### config.mk
export PLATFORM = sky130hd
export DESIGN_NAME = rom_header_checksum_builder_unit
export DESIGN_NICKNAME = d
export VERILOG_FILES = /design/src/rtl/rhcb_pkg.sv /design/src/rtl/rhcb_bcd.sv /design/src/rtl/rhcb_accum.sv /design/src/rtl/rhcb_finish.sv /design/src/rtl/rhcb_emit.sv /design/src/rtl/rom_header_checksum_builder_unit.sv
export SDC_FILE = /design/constraint.sdc
export NUM_CORES = 1
export LEC_CHECK = 0
export BUFFER_PORTS_ARGS = -buffer_cell sky130_fd_sc_hd__buf_4
export CAP_MARGIN = 20
export CORE_ASPECT_RATIO = 2
export CORE_UTILIZATION = 23
export DETAILED_ROUTE_END_ITERATION = 16
export PLACE_DENSITY = 0.36
export SYNTH_ARGS = -nofsm -noshare
export SYNTH_HDL_FRONTEND = slang
export SYNTH_SLANG_ARGS = --single-unit
### constraint.sdc
create_clock -name aclk -period 18.4 [get_ports aclk]
set_clock_uncertainty 0.15 [all_clocks]
set_input_delay 3.68 -clock aclk [delete_from_list [all_inputs] [get_ports aclk]]
set_output_delay 3.68 -clock aclk [all_outputs]
set_load 0.02 [all_outputs]
### src/rtl/rhcb_pkg.sv
// Shared types and constants for the ROM header checksum builder.
`default_nettype none

package rhcb_pkg;

    localparam int unsigned MAX_IMAGE_BYTES = 1048576;
    localparam int unsigned COUNT_W = 21;
    localparam int unsigned NUM_SLOTS = 3;

    localparam logic [COUNT_W-1:0] MAX_COUNT = COUNT_W'(MAX_IMAGE_BYTES);
    localparam logic [COUNT_W-1:0] UPPER_BASE = 21'h08000;
    localparam logic [COUNT_W-1:0] SIZE_MIN = 21'h02000;

    localparam logic [14:0] SLOT_LOC [NUM_SLOTS] = '{15'h1FF0, 15'h3FF0, 15'h7FF0};
    localparam logic [COUNT_W-1:0] SLOT_LEN = 21'd16;

    typedef enum logic [1:0] {
        STATUS_OK        = 2'd0,
        STATUS_TOO_BIG   = 2'd1,
        STATUS_NOT_BLANK = 2'd2
    } status_t;

    typedef enum logic {
        REG_PRODUCT  = 1'b0,
        REG_REVISION = 1'b1
    } reg_index_t;

    typedef struct packed {
        logic [COUNT_W-1:0]          count;
        logic [15:0]                 upper;
        logic [NUM_SLOTS-1:0][15:0]  prefix;
        logic [NUM_SLOTS-1:0][7:0]   first;
        logic [NUM_SLOTS-1:0]        blank;
        logic                        oversize;
    } acc_t;

    typedef struct packed {
        status_t             status;
        logic [14:0]         loc;
        logic [COUNT_W-1:0]  size;
        logic [15:0]         sum;
        logic [3:0]          code;
    } run_t;

    typedef struct packed {
        logic [7:0] lo;
        logic [7:0] mid;
        logic [3:0] hi;
    } bcd_t;

endpackage

`default_nettype wire

### src/rtl/rhcb_bcd.sv
// Pipelined binary to packed BCD conversion of the product number.
`default_nettype none

module rhcb_bcd
    import rhcb_pkg::*;
(
    input  wire logic        aclk,
    input  wire logic [17:0] product,
    output bcd_t             bcd
);

    localparam logic [36:0] RECIP_100_WIDE = 37'd335545;
    localparam logic [24:0] RECIP_100_NARROW = 25'd5243;
    localparam logic [14:0] RECIP_10 = 15'd205;

    logic [17:0] n_a_reg;
    logic [11:0] q1_a_reg;
    logic [11:0] q1_b_reg;
    logic [6:0]  r1_b_reg;
    logic [4:0]  q2_b_reg;
    logic [6:0]  r1_c_reg;
    logic [6:0]  r2_c_reg;
    logic [4:0]  q2_c_reg;
    bcd_t        bcd_reg;

    logic [36:0] prod_a;
    logic [24:0] prod_b;
    logic [17:0] hundreds_b;
    logic [11:0] hundreds_c;
    logic [14:0] prod_t1;
    logic [14:0] prod_t2;
    logic [3:0]  tens1;
    logic [3:0]  tens2;
    logic [6:0]  ones1;
    logic [6:0]  ones2;
    bcd_t        bcd_next;

    always_comb begin
        prod_a     = 37'(product) * RECIP_100_WIDE;
        prod_b     = 25'(q1_a_reg) * RECIP_100_NARROW;
        hundreds_b = 18'(q1_a_reg) * 18'd100;
        hundreds_c = 12'(q2_b_reg) * 12'd100;
        prod_t1    = 15'(r1_c_reg) * RECIP_10;
        prod_t2    = 15'(r2_c_reg) * RECIP_10;
        tens1      = prod_t1[14:11];
        tens2      = prod_t2[14:11];
        ones1      = r1_c_reg - 7'(tens1) * 7'd10;
        ones2      = r2_c_reg - 7'(tens2) * 7'd10;
        bcd_next.lo  = {tens1, ones1[3:0]};
        bcd_next.mid = {tens2, ones2[3:0]};
        bcd_next.hi  = q2_c_reg[3:0];
    end

    always_ff @(posedge aclk) begin
        n_a_reg  <= product;
        q1_a_reg <= prod_a[36:25];
        q1_b_reg <= q1_a_reg;
        r1_b_reg <= 7'(n_a_reg - hundreds_b);
        q2_b_reg <= prod_b[23:19];
        r1_c_reg <= r1_b_reg;
        r2_c_reg <= 7'(q1_b_reg - hundreds_c);
        q2_c_reg <= q2_b_reg;
        bcd_reg  <= bcd_next;
    end

    assign bcd = bcd_reg;

endmodule

`default_nettype wire

### src/rtl/rhcb_accum.sv
// Per-byte accumulation of count, upper-region sum, slot prefix sums, blank checks and oversize flag.
`default_nettype none

module rhcb_accum
    import rhcb_pkg::*;
(
    input  wire logic       aclk,
    input  wire logic       aresetn,
    input  wire logic       accept,
    input  wire logic [7:0] data_byte,
    input  wire logic       last_byte,
    input  wire logic       snap_take,
    output logic            snap_valid,
    output acc_t            snap
);

    acc_t acc_reg;
    acc_t acc_next;
    acc_t upd;
    acc_t clear_val;
    acc_t snap_reg;
    acc_t snap_next;
    logic snap_valid_reg;
    logic snap_valid_next;
    logic [COUNT_W-1:0] addr;
    logic [COUNT_W-1:0] loc;
    logic [7:0] first_eff;

    always_comb begin
        clear_val          = '0;
        clear_val.blank    = '1;

        addr      = acc_reg.count;
        upd       = acc_reg;
        loc       = '0;
        first_eff = '0;
        if (addr >= MAX_COUNT) begin
            upd.oversize = 1'b1;
        end else begin
            if (addr >= UPPER_BASE) begin
                upd.upper = acc_reg.upper + 16'(data_byte);
            end
            for (int s = 0; s < NUM_SLOTS; s++) begin
                loc = COUNT_W'(SLOT_LOC[s]);
                first_eff = (addr == loc) ? data_byte : acc_reg.first[s];
                if (addr < loc) begin
                    upd.prefix[s] = acc_reg.prefix[s] + 16'(data_byte);
                end else if (addr < loc + SLOT_LEN) begin
                    upd.first[s] = first_eff;
                    if ((data_byte != 8'h00 && data_byte != 8'hFF) ||
                        data_byte != first_eff) begin
                        upd.blank[s] = 1'b0;
                    end
                end
            end
        end
        if (addr <= MAX_COUNT) begin
            upd.count = addr + 1'b1;
        end

        acc_next        = acc_reg;
        snap_next       = snap_reg;
        snap_valid_next = snap_valid_reg;
        if (snap_take) begin
            snap_valid_next = 1'b0;
        end
        if (accept) begin
            if (last_byte) begin
                acc_next        = clear_val;
                snap_next       = upd;
                snap_valid_next = 1'b1;
            end else begin
                acc_next = upd;
            end
        end
    end

    always_ff @(posedge aclk) begin
        if (!aresetn) begin
            acc_reg          <= clear_val;
            snap_valid_reg   <= 1'b0;
        end else begin
            acc_reg        <= acc_next;
            snap_valid_reg <= snap_valid_next;
        end
    end

    always_ff @(posedge aclk) begin
        snap_reg <= snap_next;
    end

    assign snap       = snap_reg;
    assign snap_valid = snap_valid_reg;

endmodule

`default_nettype wire

### src/rtl/rhcb_finish.sv
// End-of-image evaluation: padded size, slot choice, blank check and checksum.
`default_nettype none

module rhcb_finish
    import rhcb_pkg::*;
(
    input  wire acc_t snap,
    output run_t      run
);

    logic [COUNT_W-1:0] count;
    logic [COUNT_W-1:0] padded_total;
    logic [COUNT_W-1:0] loc;
    logic [COUNT_W-1:0] base_hi;
    logic [3:0]         code;
    logic [1:0]         sel;
    logic               ok;
    logic [15:0]        pad_lo;
    logic [15:0]        pad_hi;
    logic [15:0]        term_lo;
    logic [15:0]        term_hi;
    logic [15:0]        sum;

    always_comb begin
        count = snap.count;
        priority if (count <= 21'h002000) begin
            padded_total = 21'h002000;
            code         = 4'hA;
        end else if (count <= 21'h004000) begin
            padded_total = 21'h004000;
            code         = 4'hB;
        end else if (count <= 21'h008000) begin
            padded_total = 21'h008000;
            code         = 4'hC;
        end else if (count <= 21'h010000) begin
            padded_total = 21'h010000;
            code         = 4'hE;
        end else if (count <= 21'h020000) begin
            padded_total = 21'h020000;
            code         = 4'hF;
        end else if (count <= 21'h040000) begin
            padded_total = 21'h040000;
            code         = 4'h0;
        end else if (count <= 21'h080000) begin
            padded_total = 21'h080000;
            code         = 4'h1;
        end else begin
            padded_total = 21'h100000;
            code         = 4'h2;
        end

        priority if (padded_total == SIZE_MIN) begin
            sel = 2'd0;
        end else if (padded_total == (SIZE_MIN << 1)) begin
            sel = 2'd1;
        end else begin
            sel = 2'd2;
        end
        loc = COUNT_W'(SLOT_LOC[sel]);

        ok = snap.blank[sel];
        if (count <= loc) begin
            ok = 1'b1;
        end else if (count < loc + SLOT_LEN) begin
            ok = ok && (snap.first[sel] == 8'hFF);
        end

        pad_lo = (count < loc) ? 16'(loc - count) : 16'h0000;
        base_hi = (count > UPPER_BASE) ? count : UPPER_BASE;
        pad_hi = (padded_total > base_hi) ? 16'(padded_total - base_hi) : 16'h0000;
        term_lo = (pad_lo << 8) - pad_lo;
        term_hi = (pad_hi << 8) - pad_hi;
        sum = snap.prefix[sel] + snap.upper + term_lo + term_hi;

        priority if (snap.oversize) begin
            run.status = STATUS_TOO_BIG;
            run.loc    = '0;
            run.size   = '0;
            run.sum    = '0;
            run.code   = code;
        end else if (!ok) begin
            run.status = STATUS_NOT_BLANK;
            run.loc    = loc[14:0];
            run.size   = padded_total;
            run.sum    = '0;
            run.code   = code;
        end else begin
            run.status = STATUS_OK;
            run.loc    = loc[14:0];
            run.size   = padded_total;
            run.sum    = sum;
            run.code   = code;
        end
    end

endmodule

`default_nettype wire

### src/rtl/rhcb_emit.sv
// Result register and header byte sequencer for one finished image.
`default_nettype none

module rhcb_emit
    import rhcb_pkg::*;
(
    input  wire logic        aclk,
    input  wire logic        aresetn,
    input  wire logic        snap_valid,
    input  wire run_t        run_in,
    output logic             snap_take,
    input  wire bcd_t        bcd,
    input  wire logic [3:0]  revision,
    output logic             m_valid,
    input  wire logic        m_ready,
    output logic [7:0]       m_header_byte,
    output logic [3:0]       m_byte_offset,
    output logic [14:0]      m_header_address,
    output logic [20:0]      m_padded_size,
    output logic [15:0]      m_checksum,
    output logic [1:0]       m_status,
    output logic             m_last_of_run
);

    localparam logic [7:0] SIG_TEXT [10] = '{
        8'h54, 8'h4D, 8'h52, 8'h20, 8'h53, 8'h45, 8'h47, 8'h41, 8'h20, 8'h20
    };

    run_t       run_reg;
    logic       run_valid_reg;
    logic       run_valid_next;
    logic [3:0] pos_reg;
    logic [3:0] pos_next;
    logic       is_error;
    logic       out_last;
    logic       beat_done;

    always_comb begin
        is_error  = (run_reg.status != STATUS_OK);
        out_last  = is_error || (pos_reg == 4'd15);
        beat_done = run_valid_reg && m_ready;
        snap_take = snap_valid && (!run_valid_reg || (beat_done && out_last));

        run_valid_next = run_valid_reg;
        pos_next       = pos_reg;
        if (beat_done) begin
            pos_next = pos_reg + 1'b1;
            if (out_last) begin
                run_valid_next = 1'b0;
            end
        end
        if (snap_take) begin
            run_valid_next = 1'b1;
            pos_next       = '0;
        end
    end

    always_ff @(posedge aclk) begin
        if (!aresetn) begin
            run_valid_reg <= 1'b0;
            pos_reg       <= '0;
        end else begin
            run_valid_reg <= run_valid_next;
            pos_reg       <= pos_next;
        end
    end

    always_ff @(posedge aclk) begin
        if (snap_take) begin
            run_reg <= run_in;
        end
    end

    always_comb begin
        if (is_error) begin
            m_header_byte = 8'h00;
        end else begin
            unique case (pos_reg)
                4'd0, 4'd1, 4'd2, 4'd3, 4'd4,
                4'd5, 4'd6, 4'd7, 4'd8, 4'd9: m_header_byte = SIG_TEXT[pos_reg];
                4'd10: m_header_byte = run_reg.sum[7:0];
                4'd11: m_header_byte = run_reg.sum[15:8];
                4'd12: m_header_byte = bcd.lo;
                4'd13: m_header_byte = bcd.mid;
                4'd14: m_header_byte = {bcd.hi, revision};
                4'd15: m_header_byte = {4'h4, run_reg.code};
            endcase
        end
    end

    assign m_valid          = run_valid_reg;
    assign m_byte_offset    = is_error ? 4'd0 : pos_reg;
    assign m_header_address = run_reg.loc;
    assign m_padded_size    = run_reg.size;
    assign m_checksum       = run_reg.sum;
    assign m_status         = run_reg.status;
    assign m_last_of_run    = out_last;

endmodule

`default_nettype wire

### src/rtl/rom_header_checksum_builder_unit.sv
// Top level of the ROM header checksum builder.
//
// The s_ channel takes the ROM image one byte per beat in address order;
// s_last_byte marks the final byte. One beat is accepted per cycle while
// s_ready is high: each byte updates the byte counter, the upper-region sum,
// the slot prefix sums, the blank checks and the oversize flag in the
// accumulator registers. A last beat moves the image totals into a holding
// register. When the result register is free in that cycle, s_ready stays
// high and the next image can follow with no gap; s_ready drops only while a
// finished image waits for the previous header to be sent. A good image
// yields 16 beats (header bytes 0 to 15), an oversize or non-blank slot image
// yields a single error beat; m_last_of_run flags the final beat. The m_
// channel sends one beat per cycle; when the receiver stalls, the current beat
// holds and input keeps streaming until the next last beat. Configuration is
// written through cfg_we/cfg_index/cfg_data; the user must do so only while
// the block is idle, as the block itself has no check for it. A synchronous
// low on aresetn clears the registers, the accumulators and the queued run.
`default_nettype none

module rom_header_checksum_builder_unit
    import rhcb_pkg::*;
(
    input  wire logic        aclk,
    input  wire logic        aresetn,
    input  wire logic        cfg_we,
    input  wire logic        cfg_index,
    input  wire logic [17:0] cfg_data,
    input  wire logic        s_valid,
    output logic             s_ready,
    input  wire logic [7:0]  s_data_byte,
    input  wire logic        s_last_byte,
    output logic             m_valid,
    input  wire logic        m_ready,
    output logic [7:0]       m_header_byte,
    output logic [3:0]       m_byte_offset,
    output logic [14:0]      m_header_address,
    output logic [20:0]      m_padded_size,
    output logic [15:0]      m_checksum,
    output logic [1:0]       m_status,
    output logic             m_last_of_run
);

    logic [17:0] product_reg;
    logic [17:0] product_next;
    logic [3:0]  revision_reg;
    logic [3:0]  revision_next;
    logic        accept;
    logic        snap_valid;
    logic        snap_take;
    acc_t        snap;
    run_t        run;
    bcd_t        bcd;
    reg_index_t  cfg_sel;

    always_comb begin
        cfg_sel       = reg_index_t'(cfg_index);
        product_next  = product_reg;
        revision_next = revision_reg;
        if (cfg_we) begin
            unique case (cfg_sel)
                REG_PRODUCT:  product_next  = cfg_data;
                REG_REVISION: revision_next = cfg_data[3:0];
            endcase
        end
    end

    always_ff @(posedge aclk) begin
        if (!aresetn) begin
            product_reg  <= '0;
            revision_reg <= '0;
        end else begin
            product_reg  <= product_next;
            revision_reg <= revision_next;
        end
    end

    assign s_ready = !snap_valid || snap_take;
    assign accept  = s_valid && s_ready;

    rhcb_bcd u_bcd (
        .aclk    (aclk),
        .product (product_reg),
        .bcd     (bcd)
    );

    rhcb_accum u_accum (
        .aclk       (aclk),
        .aresetn    (aresetn),
        .accept     (accept),
        .data_byte  (s_data_byte),
        .last_byte  (s_last_byte),
        .snap_take  (snap_take),
        .snap_valid (snap_valid),
        .snap       (snap)
    );

    rhcb_finish u_finish (
        .snap (snap),
        .run  (run)
    );

    rhcb_emit u_emit (
        .aclk             (aclk),
        .aresetn          (aresetn),
        .snap_valid       (snap_valid),
        .run_in           (run),
        .snap_take        (snap_take),
        .bcd              (bcd),
        .revision         (revision_reg),
        .m_valid          (m_valid),
        .m_ready          (m_ready),
        .m_header_byte    (m_header_byte),
        .m_byte_offset    (m_byte_offset),
        .m_header_address (m_header_address),
        .m_padded_size    (m_padded_size),
        .m_checksum       (m_checksum),
        .m_status         (m_status),
        .m_last_of_run    (m_last_of_run)
    );

endmodule

`default_nettype wire
==> impl_metrics.env, run 1 <==
export IMPL_outcome="complete, no violations"
export IMPL_final_hold_viol_count=0
export IMPL_place_area_um2=31730
export IMPL_grt_overflow_total=0
export IMPL_cts_inserted_buffers=41
export IMPL_rsz0062_at_grt="false"
export IMPL_yosysMostFrequentCell="inv_1"
export IMPL_crit_reg2reg_launch="u_accum.snap[92]$_DFFE_PP_"
export IMPL_ys_top_cells_by_count="427 x inv_1, 400 x ha_1, 230 x fa_1, 222 x nand2_1, 217 x dfxtp_1"
export IMPL_min_from="u_bcd.n_a_reg[0]$_DFF_P_"
export IMPL_rrSetupSlack_ns=9.28
export IMPL_layout_nets=3679
export IMPL_vias=21150
export IMPL_dr_max_layer_used="met5"
export IMPL_ys_seq_elements=363
export IMPL_fin_tns_setup_ns=0
export IMPL_slew_violations=0
export IMPL_synth_ff_type="dfxtp_1"
export IMPL_fin_crit_ns=9.116
export IMPL_m1WireLength_mm=34.08
export IMPL_core_um2=127300
export IMPL_holdPathEnd="u_bcd.r1_b_reg[0]$_DFF_P_"
export IMPL_drc=0
export IMPL_period_share_pct=49.55
export IMPL_dr_wl_met3_mm=2.387
export IMPL_fmax_mhz=109.7
export IMPL_cts_buffer_depth=3
export IMPL_top_level_ports=102
export IMPL_powerDensity_nw_per_um2=118.1
export IMPL_relSlewSlack_pct=27.61
export IMPL_synthCells=3019
export IMPL_finalWirelength_mm=94.77
export IMPL_critPathMaxFanout=14
export IMPL_ys_types=86
export IMPL_grt_max_degree=70
export IMPL_worstSetupPathType="register to register"
export IMPL_antenna_found_initial=4
export IMPL_wire_per_inst_um=20.02
export IMPL_drive_above_1_share_pct=7.740
export IMPL_rows=185
export IMPL_initial_core_util_pct=23.26
export IMPL_cp_startpoint="u_accum.snap[92]$_DFFE_PP_"
export IMPL_grt_pass1_wl_mm=142.4
export IMPL_r2r_end="u_emit.m_checksum[14]$_SDFFCE_PP0P_"
export IMPL_cts_max_level=2
export IMPL_largest_reg_flops=113
export IMPL_hold_buffers=0
export IMPL_reg2reg_depth=26
export IMPL_via_per_inst=4.468
export IMPL_hold_depth=0
export IMPL_met2_length_mm=54.99
export IMPL_p_leak_uw=0.01499
export IMPL_synth_top_area_share_pct=16.90
export IMPL_hold_path_class="register to register"
export IMPL_drv_cap=0
export IMPL_dieArea_um2=130300
export IMPL_startpoint_type="register"
export IMPL_cts_resized=0
export IMPL_area_delta_synth_final_pct=11.78
export IMPL_power_uw=3908
export IMPL_first_pass_iters=5
export IMPL_setup_viol=0
export IMPL_ant_nets=0
export IMPL_critPathArrivalTime_ns=9.28
export IMPL_cts_tree="done"
export IMPL_place_congestion=0.9095
export IMPL_cts_setup_buffers=0
export IMPL_cts_root_buf="clkbuf_16"
export IMPL_syn_avg_cell_area_um2=9.807
export IMPL_drt_iter0_markers=877
export IMPL_crit_required_ns=18.56
export IMPL_first_global_vias=22520
export IMPL_yosys_warnings=0
export IMPL_clk_latency_ns=0.60
export IMPL_die_w_um=255.7
export IMPL_synth_area_leader_cell="ha_1"
export IMPL_yosys_top_cells_area="ha_1 17%, fa_1 16%, edfxtp_1 15%, dfxtp_1 15%, inv_1 5.4%"
export IMPL_cts_sinks=363
export IMPL_die_h_um=509.4
export IMPL_ir_drop_uv=103.0
export IMPL_ys_seq_area_share_pct=29.48
export IMPL_critPathCaptureType="register"
export IMPL_final_cell_area_um2=33090
export IMPL_netlist_area_um2=29610
export IMPL_track_usage_pct=14.53
export IMPL_clkTransAtPathRegs_ns=0.06
export IMPL_nFillCells=13760
export IMPL_dp_hpwl_mm=76.48
export IMPL_worst_pin_slew_ns=1.074
export IMPL_final_util_pct=26.00
export IMPL_synth_edf_count=146
export IMPL_async_flop_share_pct=0
export IMPL_port_buffers=84
metal layers:
layer	up-vias	track usage [%]
met3	127	1.501
met1	10390	14.37
li1	10270	-
met5	-	0
met2	348	30.30
met4	8	5.306
cell type report:
cell class                      count  area, µm²  share of cell area, %
Inverter                          429       1613                  4.873
Tap cell                         1683       2106                  6.363
Clock buffer                       57       1177                  3.558
Multi-Input combinational cell   2079      18520                  55.95
Sequential cell                   363       8728                  26.37
Timing Repair Buffer              102      765.7                  2.314
Antenna cell                        1      2.502               0.007561
Clock inverter                     19      183.9                 0.5558
worst max path at each step:
stage | cells after the start | endpoint | slack [ns]
floorplan | 7 | u_accum.acc_reg[1]$_SDFFE_PN1P_ | 8.45
global placement | 26 | u_emit.m_checksum[14]$_SDFFCE_PP0P_ | 9.30
detailed placement | 26 | u_emit.m_checksum[14]$_SDFFCE_PP0P_ | 9.22
CTS | 26 | u_emit.m_checksum[14]$_SDFFCE_PP0P_ | 9.15
global route | 26 | u_emit.m_checksum[14]$_SDFFCE_PP0P_ | 8.56
finish | 26 | u_emit.m_checksum[14]$_SDFFCE_PP0P_ | 9.28
cell usage in the layout, fill, tap and decap left out, types with 15 or more instances in the layout:
cell type  instances
inv_1            426
nand2b_1          16
clkbuf_16         42
dfxtp_1          217
or3_1             42
fa_1             230
nand2_1          220
mux2_2            25
and3_1            19
edfxtp_1         146
o32a_1            15
o21ai_0           56
xor2_1            75
conb_1            17
a22oi_1           75
nor2_1           198
a21oi_1          131
o21bai_1          21
ha_1             400
buf_4            102
nand4_1           24
a21o_1            39
nor4_1            20
xnor2_1          105
nor3_1            40
o31ai_1           26
nand3_1           71
cells by family after synthesis:
kind of cell             count (synthesis)  share of synthesized area [%]
AND/OR/NAND/NOR                        726                          11.66
AO/OA/AOI/OAI                          497                          11.69
flip-flops                             363                          29.48
adder cells (fa/ha/maj)                630                          32.46
XOR/XNOR                               180                          5.325
other                                    1                        0.01267
multiplexers                            29                          1.086
buffers and inverters                  593                          8.287
worst max-delay path: stages (launching register included):
cell and delay (ns):
edfxtp_1 0.55, inv_1 0.13, ha_1 0.20, or3b_2 0.55, o41ai_2 0.38, nand3_1 0.62
inv_2 0.54, ha_1 0.25, nand3_1 0.09, or3_1 0.31, o211ai_1 0.64, nand2_1 0.28
nor2_1 0.32, fa_1 0.46, inv_1 0.09, fa_1 0.42, fa_1 0.51, ha_1 0.24
fa_1 0.42, a21o_1 0.21, a21oi_1 0.22, o21bai_1 0.12, a211oi_1 0.36, o31ai_1 0.20
o41ai_1 0.34, xor2_1 0.18, nor2_1 0.05
per-stage QoR:
stage                     instances  worst slack [ns]  hold slack, ns
after floorplan                3035             8.453          0.1596
after global placement         4656             9.296          0.1628
after detailed placement       4656             9.221          0.1621
after CTS                      4732             9.154          0.1750
after global routing           4732             8.558          0.1834
final                          4733             9.284          0.1744
power breakdown:
part | switching, µW | total, µW | internal [µW]
Clock | 368 | 849 | 481
Combinational | 1130 | 2030 | 903
Sequential | 88.3 | 1030 | 940
Power figures use the tool's default switching activity.
==> run 2: changes to the inputs <==
--- a/config.mk
+++ b/config.mk
@@ -5,12 +5,13 @@
 export SDC_FILE = /design/constraint.sdc
 export NUM_CORES = 1
 export LEC_CHECK = 0
+export ABC_AREA = 1
 export BUFFER_PORTS_ARGS = -buffer_cell sky130_fd_sc_hd__buf_4
 export CAP_MARGIN = 20
 export CORE_ASPECT_RATIO = 2
 export CORE_UTILIZATION = 23
 export DETAILED_ROUTE_END_ITERATION = 16
-export PLACE_DENSITY = 0.36
+export PLACE_DENSITY = 0.37
 export SYNTH_ARGS = -nofsm -noshare
 export SYNTH_HDL_FRONTEND = slang
 export SYNTH_SLANG_ARGS = --single-unit
==> constraint.sdc (replaced) <==
create_clock -name aclk -period 7.95 [get_ports aclk]
set_clock_uncertainty 0.15 [all_clocks]
set_input_delay 1.59 -clock aclk [delete_from_list [all_inputs] [get_ports aclk]]
set_output_delay 1.59 -clock aclk [all_outputs]
set_load 0.02 [all_outputs]
==> run 2 against run 1 <==
Via count grew 7.2%. Sequential power up 140%. Utilization up 0.12 points. Maximum frequency is 22% higher. Critical endpoint unchanged. Cell count increased by 11%. Critical path depth is 9 higher. Global-route usage up 0.32 points. Area after synthesis is 1.5% higher. Largest power group unchanged. Register-to-register slack lost 8.8 ns. Clock power grew to 2.5 times the previous value. Worst hold slack better by 0.0047 ns.
==> impl_metrics.env, run 2 <==
export IMPL_outcome="complete, no violations"
export IMPL_hold_path_class="register to register"
export IMPL_synthCells=3478
export IMPL_clkTransAtPathRegs_ns=0.07
export IMPL_period_share_pct=93.92
export IMPL_synth_ff_type="dfxtp_1"
export IMPL_area_delta_synth_final_pct=12.58
export IMPL_port_buffers=84
export IMPL_yosys_top_cells_area="ha_1 17%, fa_1 15%, edfxtp_1 15%, dfxtp_1 14%, nand2_1 7.8%"
export IMPL_cts_root_buf="clkbuf_16"
export IMPL_clk_latency_ns=0.62
export IMPL_crit_required_ns=8.16
export IMPL_startpoint_type="register"
export IMPL_track_usage_pct=14.84
export IMPL_drc=0
export IMPL_critPathBufInv=5
export IMPL_place_ws_ns=0.2943
export IMPL_layout_commonest_cell="nand2_1"
export IMPL_first_pass_iters=5
export IMPL_fin_crit_ns=7.466
export IMPL_holdPathEnd="u_bcd.r1_b_reg[1]$_DFF_P_"
export IMPL_syn_avg_cell_area_um2=8.644
export IMPL_hold_depth=0
export IMPL_rsz0062_at_grt="false"
export IMPL_reg2reg_depth=35
export IMPL_synth_top_area_share_pct=16.65
export IMPL_ys_top_cells_by_count="627 x nand2_1, 579 x inv_1, 400 x ha_1, 275 x a21oi_1, 230 x fa_1"
export IMPL_cts_max_level=2
export IMPL_critPathCaptureType="register"
export IMPL_dp_hpwl_mm=80.68
export IMPL_clkPwrFrac_pct=17.1
export IMPL_top_level_ports=102
export IMPL_drv_cap=0
export IMPL_grt_max_degree=97
export IMPL_ant_nets=0
export IMPL_power_frac_seq_pct=19.5
export IMPL_p_comb_share_pct=63.4
export IMPL_drt_iter0_markers=746
export IMPL_ir_drop_uv=311.1
export IMPL_yosys_warnings=0
export IMPL_slew_violations=0
export IMPL_finalWirelength_mm=98.15
export IMPL_place_congestion=0.8724
export IMPL_grt_overflow_total=0
export IMPL_antenna_found_initial=8
export IMPL_r2r_end="u_emit.m_checksum[14]$_SDFFCE_PP0P_"
export IMPL_layout_nets=4182
export IMPL_multi_input_area_um2=18510
export IMPL_critPathArrivalTime_ns=7.67
export IMPL_final_hold_viol_count=0
export IMPL_synth_edf_count=146
export IMPL_synth_area_leader_cell="ha_1"
export IMPL_largest_reg_flops=113
export IMPL_netlist_area_um2=30070
export IMPL_ys_seq_area_share_pct=29.03
export IMPL_nFillCells=14120
export IMPL_first_global_vias=24450
export IMPL_dieArea_um2=132300
export IMPL_p_leak_uw=0.01563
export IMPL_yosysMostFrequentCell="nand2_1"
export IMPL_p_int_uw=6744
export IMPL_cts_sinks=363
export IMPL_register_area_um2=8728
export IMPL_cpPeakStageDelay_ns=0.50
export IMPL_async_flop_share_pct=0
export IMPL_setup_viol=0
export IMPL_fin_tns_setup_ns=0
export IMPL_initial_core_util_pct=23.19
export IMPL_wire_per_inst_um=18.66
export IMPL_ys_types=61
export IMPL_worst_pin_slew_ns=1.036
export IMPL_final_cell_area_um2=33850
export IMPL_rows=187
export IMPL_ys_seq_elements=363
export IMPL_netSwitchingPower_uw=5889
export IMPL_layout_common_cells="627 x nand2_1, 578 x inv_1, 399 x ha_1"
export IMPL_critPathMaxFanout=10
export IMPL_cts_setup_buffers=0
export IMPL_worstSetupPathType="register to register"
export IMPL_rrSetupSlack_ns=0.48
export IMPL_powerDensity_nw_per_um2=373.2
export IMPL_min_from="u_bcd.n_a_reg[1]$_DFF_P_"
export IMPL_cts_tree="done"
export IMPL_grt_pass1_wl_mm=147.0
export IMPL_place_area_um2=32330
export IMPL_cp_top_family="adder cells"
export IMPL_crit_path_top_delay_cell="fa_1"
export IMPL_core_um2=129600
export IMPL_vias=22680
export IMPL_via_per_inst=4.312
export IMPL_drive_above_1_share_pct=7.121
export IMPL_fin_ws_ns=0.4836
export IMPL_relSlewSlack_pct=30.53
export IMPL_die_w_um=257.7
export IMPL_cts_inserted_buffers=43
export IMPL_swShare_pct=46.61
export IMPL_crit_reg2reg_launch="u_accum.snap[93]$_DFFE_PP_"
export IMPL_cts_buffer_depth=3
export IMPL_fmax_mhz=133.9
export IMPL_die_h_um=513.3
[run 2: cell types whose count changed after synthesis, moves of 59 or more]
| cell | change |
|---|---|
| nand2_1 | +405 |
| o21ai_0 | +78 |
| clkbuf_1 | -59 |
| inv_1 | +152 |
| a21oi_1 | +144 |
| a22oi_1 | -59 |
| xnor2_1 | -61 |
[run 2: power by group through the flow]
stage	clock network (µW)	registers, µW	logic (µW)
6_report	2160	2460	8000
2_1_floorplan	0	2390	6120
3_5_place_dp	0	2520	8220
5_1_grt	2290	2500	9540
3_3_place_gp	0	2520	8210
4_1_cts	2240	2480	8300
[run 2: layer usage]
layer	wire, µm	GRT usage [%]	up-vias
li1	-	-	11330
met1	32370	13.08	10870
met2	58240	31.79	325
met3	2441	1.577	147
met4	5059	7.271	6
met5	30	0	-
[run 2: kinds of logic after synthesis]
| logic type | count (synthesis) | share of synthesized area, % |
|---|---|---|
| adders and majority gates | 630 | 31.96 |
| xor gates and xnor gates | 119 | 3.467 |
| other | 1 | 0.01247 |
| and+or+nand+nor | 1123 | 16.04 |
| DFF | 363 | 29.03 |
| AOI/OAI and AO/OA | 532 | 9.784 |
| buffers and inverters | 710 | 9.701 |
[run 2: worst max path at each step]
| stage | startpoint | to | slack (ns) | depth (start not counted) |
|---|---|---|---|---|
| 3_5_place_dp | u_accum.snap[93]$_DFFE_PP_ | u_emit.m_checksum[14]$_SDFFCE_PP0P_ | 0.29 | 35 |
| 6_report | u_accum.snap[93]$_DFFE_PP_ | u_emit.m_checksum[14]$_SDFFCE_PP0P_ | 0.48 | 35 |
| 5_1_grt | u_accum.snap[93]$_DFFE_PP_ | u_emit.m_checksum[14]$_SDFFCE_PP0P_ | 0.03 | 36 |
| 4_1_cts | u_accum.snap[93]$_DFFE_PP_ | u_emit.m_checksum[14]$_SDFFCE_PP0P_ | 0.26 | 35 |
| 2_1_floorplan | m_ready | u_accum.snap[0]$_DFFE_PP_ | 0.13 | 7 |
| 3_3_place_gp | u_accum.snap[92]$_DFFE_PP_ | u_emit.m_checksum[14]$_SDFFCE_PP0P_ | 0.38 | 35 |
[run 2: layout make-up]
| class | count | share of cell area, % |
|---|---|---|
| tap | 1701 | 6.288 |
| antenna | 5 | 0.03696 |
| sequential | 363 | 25.79 |
| multi-input combinational | 2421 | 54.69 |
| clock inverter | 21 | 0.6728 |
| timing repair buffer | 98 | 2.210 |
| inverter | 592 | 6.580 |
| clock buffer | 58 | 3.741 |
[run 2: what timing repair did]
action	in CTS	in global routing
endpoints found under the hold margin	0	0
hold buffers	0	0
gates resized for setup	0	3
setup endpoints to repair	0	4
[run 2: through the flow]
step	power (µW)	utilization (%)	instances	hold WS (ns)
5_1_grt	14330	26.11	5256	0.1920
2_1_floorplan	8503	-	3494	0.1596
6_report	12630	26.11	5259	0.1792
3_5_place_dp	10740	24.94	5175	0.1650
4_1_cts	13030	26.10	5254	0.1801
3_3_place_gp	10740	24.94	5175	0.1620
[run 2: worst reg2reg max path, delay by kind of cell, from the launching register on]
| kind | cells | cell delay [ns] |
|---|---|---|
| and+or+nand+nor | 15 | 2.07 |
| AOI/OAI and AO/OA | 8 | 1.30 |
| buffers and inverters | 5 | 0.67 |
| adders and majority gates | 7 | 2.63 |
| DFF | 1 | 0.41 |
==> run 3: changes to the inputs <==
--- a/config.mk
+++ b/config.mk
@@ -8,10 +8,12 @@
 export ABC_AREA = 1
 export BUFFER_PORTS_ARGS = -buffer_cell sky130_fd_sc_hd__buf_4
 export CAP_MARGIN = 20
+export CELL_PAD_IN_SITES_DETAIL_PLACEMENT = 1
+export CELL_PAD_IN_SITES_GLOBAL_PLACEMENT = 2
 export CORE_ASPECT_RATIO = 2
 export CORE_UTILIZATION = 23
 export DETAILED_ROUTE_END_ITERATION = 16
-export PLACE_DENSITY = 0.37
+export PLACE_DENSITY = 0.53
 export SYNTH_ARGS = -nofsm -noshare
 export SYNTH_HDL_FRONTEND = slang
 export SYNTH_SLANG_ARGS = --single-unit
==> run 3 against run 2 <==
Die area unchanged. Routed wire length up 16%. Sequential share of layout area down 0.13 points. Clock-buffer cell count down 6. Utilization up 0.13 points. Combinational power up 6.5%. Flip-flop and latch count unchanged. Total power up 5.2%.
==> impl_metrics.env, run 3 (synthesis gave the netlist of run 2 again) <==
export IMPL_track_usage_pct=17.22
export IMPL_cts_max_level=2
export IMPL_critPathMaxFanout=11
export IMPL_cts_setup_buffers=0
export IMPL_final_hold_viol_count=0
export IMPL_crit_path_top_delay_cell="fa_1"
export IMPL_cts_sinks=363
export IMPL_period_share_pct=93.26
export IMPL_power_frac_seq_pct=18.6
export IMPL_min_from="u_bcd.n_a_reg[1]$_DFF_P_"
export IMPL_wire_per_inst_um=21.57
export IMPL_fin_crit_ns=7.414
export IMPL_grt_max_degree=64
export IMPL_outcome="complete, no violations"
export IMPL_critPathArrivalTime_ns=7.62
export IMPL_rows=187
export IMPL_drv_cap=0
export IMPL_area_delta_synth_final_pct=13.16
export IMPL_first_global_vias=26150
export IMPL_grt_overflow_total=0
export IMPL_die_w_um=257.7
export IMPL_fmax_mhz=134.9
export IMPL_cts_resized=0
export IMPL_p_int_uw=6903
export IMPL_power_uw=13290
export IMPL_path_common_cell="a21oi_1"
export IMPL_cp_startpoint="u_accum.snap[92]$_DFFE_PP_"
export IMPL_vias=23410
export IMPL_cts_inserted_buffers=44
export IMPL_layout_nets=4193
export IMPL_powerDensity_nw_per_um2=390.7
export IMPL_hold_buffers=0
export IMPL_cts_root_buf="clkbuf_16"
export IMPL_cts_buffer_depth=3
export IMPL_top_level_ports=102
export IMPL_dieArea_um2=132300
export IMPL_netSwitchingPower_uw=6388
export IMPL_swShare_pct=48.06
export IMPL_initial_core_util_pct=23.19
export IMPL_dp_hpwl_mm=95.61
export IMPL_antenna_found_initial=1
export IMPL_finalWirelength_mm=113.6
export IMPL_crit_required_ns=8.15
export IMPL_worst_pin_slew_ns=1.264
export IMPL_drc=0
export IMPL_startpoint_type="register"
export IMPL_hold_path_class="register to register"
export IMPL_rsz0062_at_grt="false"
export IMPL_crit_reg2reg_launch="u_accum.snap[92]$_DFFE_PP_"
export IMPL_p_comb_share_pct=64.1
export IMPL_drive_above_1_share_pct=7.405
export IMPL_clkPwrFrac_pct=17.3
export IMPL_ant_nets=0
export IMPL_slew_violations=0
export IMPL_drt_iter0_markers=641
export IMPL_fin_tns_setup_ns=0
export IMPL_nFillCells=15360
export IMPL_cpPeakStageDelay_ns=0.50
export IMPL_cts_tree="done"
export IMPL_grt_pass1_wl_mm=166.2
export IMPL_port_buffers=84
export IMPL_place_congestion=0.8984
export IMPL_relSlewSlack_pct=15.17
export IMPL_setup_viol=0
export IMPL_clkTransAtPathRegs_ns=0.07
export IMPL_layout_common_cells="627 x nand2_1, 578 x inv_1, 400 x ha_1"
export IMPL_die_h_um=513.3
export IMPL_p_leak_uw=0.01572
export IMPL_clk_latency_ns=0.63
export IMPL_largest_reg_flops=113
export IMPL_layout_commonest_cell="nand2_1"
export IMPL_worstSetupPathType="register to register"
export IMPL_core_um2=129600
export IMPL_critPathCaptureType="register"
export IMPL_ir_drop_uv=281.0
export IMPL_first_pass_iters=4
export IMPL_via_per_inst=4.444
[run 3: final cells by class]
cell class / instances / area, µm² / share of cell area [%]
well taps: 1701 / 2128 / 6.256
flip-flops and latches: 363 / 8728 / 25.66
clock inverters: 29 / 390.4 / 1.147
multi-input cells: 2421 / 18530 / 54.46
inverters: 592 / 2227 / 6.546
repair buffers: 108 / 810.8 / 2.383
diodes: 1 / 2.502 / 0.007355
clock buffers: 52 / 1205 / 3.542
[run 3: worst max-delay path, delay by kind of cell, from the launching register on]
family / cells / cell delay [ns]
DFF: 1 / 0.37
AOI/OAI and AO/OA: 9 / 1.41
and+or+nand+nor: 13 / 1.57
adders and majority gates: 8 / 3.14
buffers and inverters: 5 / 0.50
[run 3: power by group through the flow]
stage	combinational (µW)	clock [µW]	sequential (µW)
2_1_floorplan	6120	0	2390
3_3_place_gp	8790	0	2530
3_5_place_dp	8880	0	2530
4_1_cts	8940	2400	2490
5_1_grt	9910	2440	2500
6_report	8520	2300	2470
[run 3: worst paths after layout]
check / endpoint / slack [ns] / depth (start not counted)
setup / recovery: u_emit.m_checksum[14]$_SDFFCE_PP0P_ / 0.54 / 35
setup reg to reg: u_emit.m_checksum[14]$_SDFFCE_PP0P_ / 0.54 / 35
hold / removal: u_bcd.r1_b_reg[1]$_DFF_P_ / 0.16 / 0
hold reg to reg: u_bcd.r1_b_reg[1]$_DFF_P_ / 0.16 / 0
[run 3: per-stage QoR]
step           instance area [µm²]  util (%)  setup slack, ns  hold WS (ns)  cells
2_1_floorplan                30130         -           0.1307        0.1596   3494
3_3_place_gp                 32400     25.00           0.5135        0.1618   5185
3_5_place_dp                 32400     25.00           0.3603        0.1636   5185
4_1_cts                      34000     26.23           0.3419        0.1666   5266
5_1_grt                      34020     26.25          0.08191        0.1674   5267
6_report                     34020     26.25           0.5359        0.1624   5267
[run 3: layer usage]
metal  global-route usage, %  wire [µm]
met5                       0          0
met4                   11.17       8268
met3                   1.292       1753
met2                   37.44      69430
met1                   14.02      34130
